[src/rtl/single_float_alu_truncating_macros.svh]
// Assertion macros for the truncating float ALU
`ifndef SINGLE_FLOAT_ALU_TRUNCATING_MACROS_SVH
`define SINGLE_FLOAT_ALU_TRUNCATING_MACROS_SVH

// Implication checked on every edge outside reset
`define SFA_ASSERT_IMP(label, ante, cons, msg) \
  label: assert property (@(posedge clk) disable iff (rst) (ante) |-> (cons)) \
    else $error(msg);

// Next-cycle implication checked outside reset
`define SFA_ASSERT_NEXT(label, ante, cons, msg) \
  label: assert property (@(posedge clk) disable iff (rst) (ante) |=> (cons)) \
    else $error(msg);

`endif

[src/rtl/sfa_pkg.sv]
// ----------------------------------------------------------------------------
// sfa_pkg
// Opcodes, constants and stage payload types for the truncating float ALU.
// ----------------------------------------------------------------------------
package sfa_pkg;

  typedef enum logic [2:0] {
    OP_ADD   = 3'd0,
    OP_SUB   = 3'd1,
    OP_NEG   = 3'd2,
    OP_ITOF  = 3'd3,
    OP_FTOI  = 3'd4
  } opcode_t;

  localparam logic [31:0] EXP_MASK  = 32'h7F80_0000;
  localparam logic [31:0] SIGN_MASK = 32'h8000_0000;
  localparam logic [22:0] FRAC_MASK = 23'h7F_FFFF;
  localparam int          EXP_BIAS  = 127;

  // Leading-zero count of a 32-bit word (32 when zero).
  function automatic logic [5:0] lzc32(input logic [31:0] v);
    logic [5:0] n;
    logic       found;
    n     = 6'd32;
    found = 1'b0;
    for (int i = 31; i >= 0; i--) begin
      if (!found && v[i]) begin
        n     = 6'(31 - i);
        found = 1'b1;
      end
    end
    return n;
  endfunction

  // Stage 1 -> 2: aligned significands, or a finished result word.
  typedef struct packed {
    logic        done;       // result already known
    logic [31:0] word;       // result when done
    logic [2:0]  kind;       // opcode class
    logic        sub;        // effective subtract
    logic        sa;
    logic        sb;
    logic [23:0] fa;
    logic [23:0] fb;
    logic [7:0]  e;
    logic [31:0] ival;       // int magnitude / ftoi operand
    logic        isign;
  } s1_t;

  // Stage 2 -> 3: raw magnitude and leading zero count.
  typedef struct packed {
    logic        done;
    logic [31:0] word;
    logic [2:0]  kind;
    logic        sign;
    logic [31:0] mag;
    logic [5:0]  lz;
    logic [9:0]  e;
  } s2_t;

endpackage

[src/rtl/sfa_align.sv]
// ----------------------------------------------------------------------------
// sfa_align
// Stage 1: decode, zero-operand bypass, exponent compare and right shift.
// ----------------------------------------------------------------------------
module sfa_align (
  input  logic [2:0]       opcode,
  input  logic [31:0]      operand_a,
  input  logic [31:0]      operand_b,
  output sfa_pkg::s1_t     s1
);
  import sfa_pkg::*;

  logic [31:0] b_eff;
  logic [7:0]  ea, eb, d;
  logic [23:0] fa, fb;
  logic        a_ge;

  always_comb begin
    b_eff = (opcode == OP_SUB) ? (operand_b ^ SIGN_MASK) : operand_b;
    ea    = operand_a[30:23];
    eb    = b_eff[30:23];
    fa    = {1'b1, operand_a[22:0]};
    fb    = {1'b1, b_eff[22:0]};
    a_ge  = (ea >= eb);
    d     = a_ge ? (ea - eb) : (eb - ea);

    s1       = '0;
    s1.kind  = opcode;
    s1.sa    = operand_a[31];
    s1.sb    = b_eff[31];
    s1.sub   = operand_a[31] ^ b_eff[31];
    s1.e     = a_ge ? ea : eb;
    s1.fa    = fa;
    s1.fb    = fb;
    if (a_ge) s1.fb = (d < 8'd24) ? (fb >> d) : '0;
    else      s1.fa = (d < 8'd24) ? (fa >> d) : '0;
    s1.isign = operand_a[31];
    s1.ival  = operand_a;

    unique case (opcode)
      OP_ADD, OP_SUB: begin
        if (b_eff[30:0] == '0) begin
          s1.done = 1'b1;
          s1.word = operand_a;
        end else if (operand_a[30:0] == '0) begin
          s1.done = 1'b1;
          s1.word = b_eff;
        end
      end
      OP_NEG: begin
        s1.done = 1'b1;
        s1.word = operand_a ^ SIGN_MASK;
      end
      OP_ITOF: begin
        s1.ival = operand_a[31] ? (32'd0 - operand_a) : operand_a;
        if (operand_a == '0) s1.done = 1'b1;
      end
      OP_FTOI: ;
      default: s1.done = 1'b1;
    endcase
  end

endmodule

[src/rtl/sfa_addsub.sv]
// ----------------------------------------------------------------------------
// sfa_addsub
// Stage 2: significand add/subtract, leading-zero count, ftoi shift.
// ----------------------------------------------------------------------------
module sfa_addsub (
  input  sfa_pkg::s1_t s1,
  output sfa_pkg::s2_t s2
);
  import sfa_pkg::*;

  logic [24:0] sum;
  logic [9:0]  ue;   // unbiased exponent for ftoi, signed
  logic [31:0] r;

  always_comb begin
    s2      = '0;
    s2.done = s1.done;
    s2.word = s1.word;
    s2.kind = s1.kind;
    s2.e    = {2'b00, s1.e};
    sum     = '0;
    ue      = 10'({2'b00, s1.ival[30:23]}) - 10'(EXP_BIAS);
    r       = {8'd0, 1'b1, s1.ival[22:0]};

    if (s1.kind == OP_ADD || s1.kind == OP_SUB) begin
      if (!s1.sub) begin
        sum     = {1'b0, s1.fa} + {1'b0, s1.fb};
        s2.sign = s1.sa;
      end else if (s1.fa >= s1.fb) begin
        sum     = {1'b0, s1.fa - s1.fb};
        s2.sign = s1.sa;
      end else begin
        sum     = {1'b0, s1.fb - s1.fa};
        s2.sign = s1.sb;
      end
      if (sum == '0 && !s1.done) begin
        s2.done = 1'b1;
        s2.word = '0;
      end
      s2.mag = {7'd0, sum};
      s2.lz  = lzc32({7'd0, sum});
    end else if (s1.kind == OP_ITOF) begin
      s2.sign = s1.isign;
      s2.mag  = s1.ival;
      s2.lz   = lzc32(s1.ival);
    end else if (s1.kind == OP_FTOI && !s1.done) begin
      if (ue[9]) begin
        r = '0;
      end else if (ue >= 10'd23) begin
        r = ((ue - 10'd23) < 10'd32) ? (r << (ue - 10'd23)) : '0;
      end else begin
        r = r >> (10'd23 - ue);
      end
      s2.done = 1'b1;
      s2.word = s1.isign ? (32'd0 - r) : r;
    end
  end

endmodule

[src/rtl/sfa_norm.sv]
// ----------------------------------------------------------------------------
// sfa_norm
// Stage 3: normalize shift, exponent adjust, underflow/overflow, pack.
// ----------------------------------------------------------------------------
module sfa_norm (
  input  sfa_pkg::s2_t s2,
  output logic [31:0]  word
);
  import sfa_pkg::*;

  logic [31:0] m;
  logic [9:0]  e;

  always_comb begin
    m    = s2.mag << s2.lz;
    e    = '0;
    word = s2.word;
    if (!s2.done) begin
      if (s2.kind == OP_ITOF) begin
        e    = 10'(31 + EXP_BIAS) - {4'd0, s2.lz};
        word = {s2.sign, e[7:0], m[30:8]};
      end else begin
        // sum sits in bits 24:0; bit 24 set means lz == 7
        e = s2.e + 10'd8 - {4'd0, s2.lz};
        if (s2.e + 10'd8 <= {4'd0, s2.lz}) word = '0;
        else if (e > 10'd255)               word = {s2.sign, EXP_MASK[30:0]};
        else                                word = {s2.sign, e[7:0], m[30:8]};
      end
    end
  end

endmodule

[src/rtl/single_float_alu_truncating.sv]
// ----------------------------------------------------------------------------
// single_float_alu_truncating
// Truncating single-precision add/sub/negate/convert unit, three stages.
// ----------------------------------------------------------------------------
//  channel | valid     | stall     | payload
//  in      | in_valid  | in_stall  | opcode, operand_a, operand_b
//  out     | out_valid | out_stall | result_word
//
// One request per cycle unless out stalls a full pipe; stages are align, add/count, normalize.
// Rate is set by the pipeline registers, one stage each.
// Reset clears the stage valid bits only.
// A stall on out holds each full stage with only full stages after it; empty stages still fill.
`include "single_float_alu_truncating_macros.svh"
module single_float_alu_truncating (
  input  logic        clk,
  input  logic        rst,
  input  logic        in_valid,
  output logic        in_stall,
  input  logic [2:0]  opcode,
  input  logic [31:0] operand_a,
  input  logic [31:0] operand_b,
  output logic        out_valid,
  input  logic        out_stall,
  output logic [31:0] result_word
);
  import sfa_pkg::*;

  s1_t         s1_d, s1;
  s2_t         s2_d, s2;
  logic [31:0] w_d;
  logic        v1, v2, v3;
  logic        en1, en2, en3;

  sfa_align  u_align (.opcode(opcode), .operand_a(operand_a), .operand_b(operand_b),
                      .s1(s1_d));
  sfa_addsub u_addsub (.s1(s1), .s2(s2_d));
  sfa_norm   u_norm (.s2(s2), .word(w_d));

  assign en3 = !v3 || !out_stall;
  assign en2 = !v2 || en3;
  assign en1 = !v1 || en2;
  assign in_stall  = !en1;
  assign out_valid = v3;

  always_ff @(posedge clk) begin
    if (rst) begin
      v1 <= 1'b0;
      v2 <= 1'b0;
      v3 <= 1'b0;
    end else begin
      if (en1) v1 <= in_valid;
      if (en2) v2 <= v1;
      if (en3) v3 <= v2;
    end
    if (en1) s1 <= s1_d;
    if (en2) s2 <= s2_d;
    if (en3) result_word <= w_d;
  end

  `SFA_ASSERT_NEXT(a_hold_out, out_valid && out_stall, out_valid && $stable(result_word),
    "result changed under stall")
  `SFA_ASSERT_IMP(a_stall_full, in_stall, v1 && v2 && v3 && out_stall,
    "input stalled with room in the pipe")
  `SFA_ASSERT_NEXT(a_flow, v2 && !out_stall, v3, "stage 2 request lost")

endmodule
[config.mk]
export PLATFORM = sky130hd
export DESIGN_NAME = single_float_alu_truncating
export DESIGN_NICKNAME = d
export VERILOG_FILES = /design/src/rtl/sfa_pkg.sv /design/src/rtl/sfa_align.sv /design/src/rtl/sfa_addsub.sv /design/src/rtl/sfa_norm.sv /design/src/rtl/single_float_alu_truncating.sv
export VERILOG_INCLUDE_DIRS = /design/src /design/src/rtl
export SDC_FILE = /design/constraint.sdc
export NUM_CORES = 1
export LEC_CHECK = 0
export BUFFER_PORTS_ARGS = -buffer_cell sky130_fd_sc_hd__buf_2
export CAP_MARGIN = 15
export CORE_MARGIN = 5
export CORE_UTILIZATION = 40
export DETAILED_ROUTE_END_ITERATION = 8
export PLACE_DENSITY_LB_ADDON = 0.25
export SLEW_MARGIN = 30
export SYNTH_ARGS = -nofsm -noshare
export SYNTH_HDL_FRONTEND = slang
export SYNTH_SLANG_ARGS = --single-unit
[constraint.sdc]
create_clock -name clk -period 14.4 [get_ports clk]
set_input_delay 2.16 -clock clk [delete_from_list [all_inputs] [get_ports clk]]
set_output_delay 2.16 -clock clk [all_outputs]
set_load 0.01 [all_outputs]
==> metrics.log <==
[metrics] number of hold buffers added after CTS: 0
[metrics] Core Box Area: 60020 um^2
[metrics] Final Max Tran Viols: 0
[metrics] global-route met3 utilization: 5.040%
[metrics] vias in the first global route: 21530
[metrics] total number of clock tree sinks: 244
[metrics] total track usage: 28.08%
[metrics] sequential fraction of the synthesis area: 30.33%
[metrics] count of different cell masters after synthesis: 89
[metrics] crit path time final: 6.892 ns
[metrics] n_diodes: 0
[metrics] synth top area cells: sky130_fd_sc_hd__edfxtp_1, sky130_fd_sc_hd__mux2i_1, sky130_fd_sc_hd__ha_1
[metrics] Top-Level Pins: 105
[metrics] prevailing post-synth register cell: sky130_fd_sc_hd__edfxtp_1
[metrics] Remaining Overflow, GRT: 0
[metrics] top cell type's share of synthesized area: 30.08%
[metrics] cell accounting for the most synthesized area: sky130_fd_sc_hd__edfxtp_1
[metrics] number of cells on the worst reg-to-reg path: 15
[metrics] count of maximum capacitance violations: 0
[metrics] crit-path cells: buf_2 -> inv_1 -> ha_2 -> buf_4 -> nand4_1 -> nand4b_1 -> a41o_1 -> buf_4 -> mux2i_1 -> nor3b_1 -> mux2_2 -> o21ai_0 -> nand2_1 -> nand2_1 -> o211ai_1 -> a31o_2
[metrics] Cell Pwr Density: 126.4 nW/um^2
[metrics] headroom to the max-slew limit: 36.12%
[metrics] cell with the most instances after synthesis: sky130_fd_sc_hd__nand2_1
[metrics] count of endpoints failing hold in the final timing report: 0
[metrics] count of unresolved DRC violations after routing: 0
[metrics] Fmax achieved: 145.1 MHz
[metrics] result of the run: complete, no violations
[metrics] first-pass detailed-route iteration total: 6
[metrics] maximum VDD drop: 76.41 uV
[metrics] iteration-0 DRC count of the detailed router: 2415
[metrics] crit-path max FO: 53
[metrics] number of synthesized flops with an enable pin: 241
[metrics] Mean Syn Cell Area: 8.577 um^2
[metrics] static leakage: 0.01057 uW
[metrics] number of buffers added for setup after CTS: 0
[metrics] detailed-route vias per instance: 6.348
[metrics] M1 GR Usage: 38.94%
[metrics] clock insertion delay at the later pin of the skew report: 0.59 ns
[metrics] post-route antenna net violation count: 0
[metrics] Crit. End Element: flip-flop
[metrics] fraction of registers with async set or reset after synthesis: 0%
[metrics] synthesized area: 24060 um^2
[metrics] placed wire-length estimate: 74200 um
[metrics] average routed wire per standard cell: 26.51 um
[metrics] cell count after synthesis: 2805
[metrics] GRT Max-Usage Layer: met2
[metrics] Setup Crit Path Kind: in -> reg
[metrics] final setup TNS: 0 ns
[metrics] floorplan die height: 255.3 um
[metrics] number of rows in the core area: 90
[metrics] via count: 22670
[metrics] maximum buffer depth of the clock tree: 3
[metrics] number of antenna violations at the first check in global routing: 1
[metrics] setup violation total in the final timing report: 0
[metrics] cell depth of the worst hold path: 0
[metrics] layout overhead on the synthesized area: 8.513%
[metrics] final worst-path cycle share: 47.86%
[metrics] Seq cells post-synth: 244
[metrics] Synth top cells by count: sky130_fd_sc_hd__nand2_1, sky130_fd_sc_hd__edfxtp_1, sky130_fd_sc_hd__nor2_1
[metrics] Crit path arrival time: 7.21 ns
[metrics] max incr delay on CP: 0.71 ns
[metrics] slowest CP cell: sky130_fd_sc_hd__nand2_1
[metrics] worst clock skew: 0.03515 ns
[metrics] share of cells above drive strength 1: 11.90%
[metrics] Initial Utilization: 40.09%
[metrics] setup repair after global routing missed its margin: no
[metrics] count of buffers from port buffering: 104
[metrics] CTS root buffer: sky130_fd_sc_hd__clkbuf_16
[metrics] final layout net count: 2945
[metrics] TritonCTS clock tree: done
[metrics] pin count of the biggest net entering global routing: 83
[metrics] global-route wire length before repair: 140100 um
[metrics] RePlAce Congestion: 1.029
[metrics] required time of the worst setup path: 14.72 ns
[metrics] number of gates resized after CTS: 0
[metrics] yosys warns: 0
[metrics] die area: 65150 um^2
[metrics] count of H-tree levels built during CTS: 1
[metrics] kind of start point of the critical path: input pin
[metrics] fraction of met2 tracks used by global routing: 44.96%
[metrics] Least-Margin Pin Slew: 0.9582 ns
[metrics] post-layout total power: 3300 uW
[metrics] Die W: 255.3 um
[metrics] Tightest Hold Check Type: reg -> reg
[metrics] Syn Nets: 2982
[metrics] wirelength, routed: 94670 um
[metrics] Worst-path clk slew: 0.06 ns
[metrics] TritonCTS buffer count: 29
[state kept, by name, summed over array words and instances (netlist names)]
register,count
v2,1
result_word,32
v1,1
out_valid,1
s1,127
s2,82
[critical path: cells and delay by family]
kind | cells | cell delay (ns)
and+or+nand+nor | 5 | 1.79
buffers and inverters | 4 | 1.21
adders and majority gates | 1 | 0.31
AOI/OAI and AO/OA | 4 | 1.06
muxes | 2 | 0.66
[report_power, final]
| group | switching (uW) | leakage [uW] | internal (uW) |
|---|---|---|---|
| Sequential | 90.9 | 0.00281 | 868 |
| Clock | 310 | 0.000485 | 477 |
| Combinational | 991 | 0.00728 | 562 |
| Total | 1390 | 0.0106 | 1910 |
[logic make-up (layout without fill, tap and decap cells)]
family / after synthesis / in the layout / share of synthesized area, %
compound gates: 818 / 818 / 22.51
buf+inv: 384 / 368 / 6.329
mux: 251 / 251 / 13.47
fa+ha+maj: 106 / 106 / 5.700
xor+xnor: 105 / 105 / 3.978
simple gates: 897 / 897 / 17.68
flops: 244 / 244 / 30.33
[path summary, 6_finish.rpt]
path | from | end | slack [ns]
min reg2reg | s1[37]$_DFFE_PN_ | s2[4]$_DFFE_PP_ | 0.42
max reg2reg | s1[24]$_DFFE_PN_ | s2[79]$_DFFE_PP_ | 7.53
min | s1[37]$_DFFE_PN_ | s2[4]$_DFFE_PP_ | 0.42
max | operand_a[23] | s1[65]$_DFFE_PN_ | 7.51
[layout make-up]
cell class,instances,area (um^2)
clock buffers,34,744.5
multi-input cells,2177,15360
repair buffers,144,828.3
clock inverters,18,255.2
flip-flops and latches,244,7297
inverters,172,646.9
well taps,782,978.4
fillers,5931,33910
[metal layers]
metal	wire length (um)	vias to the layer above
li1	-	10370
met3	7510	184
met4	3291	2
met5	13	-
met1	40870	11080
met2	42980	1034
[stage by stage]
step                hold WS [ns]  instance area [um^2]  std cells  setup WS, ns  util [%]
floorplan                 0.4003                 24060       2805         6.776         -
global placement          0.4071                 25080       3518         6.933     41.78
detailed placement        0.4045                 25090       3519         6.939     41.81
CTS                       0.4187                 26090       3571         7.533     43.47
global route              0.4261                 26110       3571         7.166     43.50
finish                    0.4174                 26110       3571         7.508     43.50
[placed cells by master, fill, tap and decap left out, types with 37 or more instances in the layout]
master / n
sky130_fd_sc_hd__inv_1: 166
sky130_fd_sc_hd__ha_1: 98
sky130_fd_sc_hd__a31oi_1: 50
sky130_fd_sc_hd__nor2_1: 227
sky130_fd_sc_hd__xnor2_1: 56
sky130_fd_sc_hd__nand3_1: 54
sky130_fd_sc_hd__o21ai_0: 177
sky130_fd_sc_hd__buf_4: 38
sky130_fd_sc_hd__nand2_1: 291
sky130_fd_sc_hd__a22o_1: 84
sky130_fd_sc_hd__o22ai_1: 62
sky130_fd_sc_hd__xor2_1: 42
sky130_fd_sc_hd__mux4_2: 55
sky130_fd_sc_hd__edfxtp_1: 241
sky130_fd_sc_hd__a21oi_1: 179
sky130_fd_sc_hd__buf_2: 104
sky130_fd_sc_hd__mux2i_1: 163
sky130_fd_sc_hd__nand2b_1: 37
sky130_fd_sc_hd__nor3_1: 79
No activity file was read; power rests on OpenSTA's default activity.
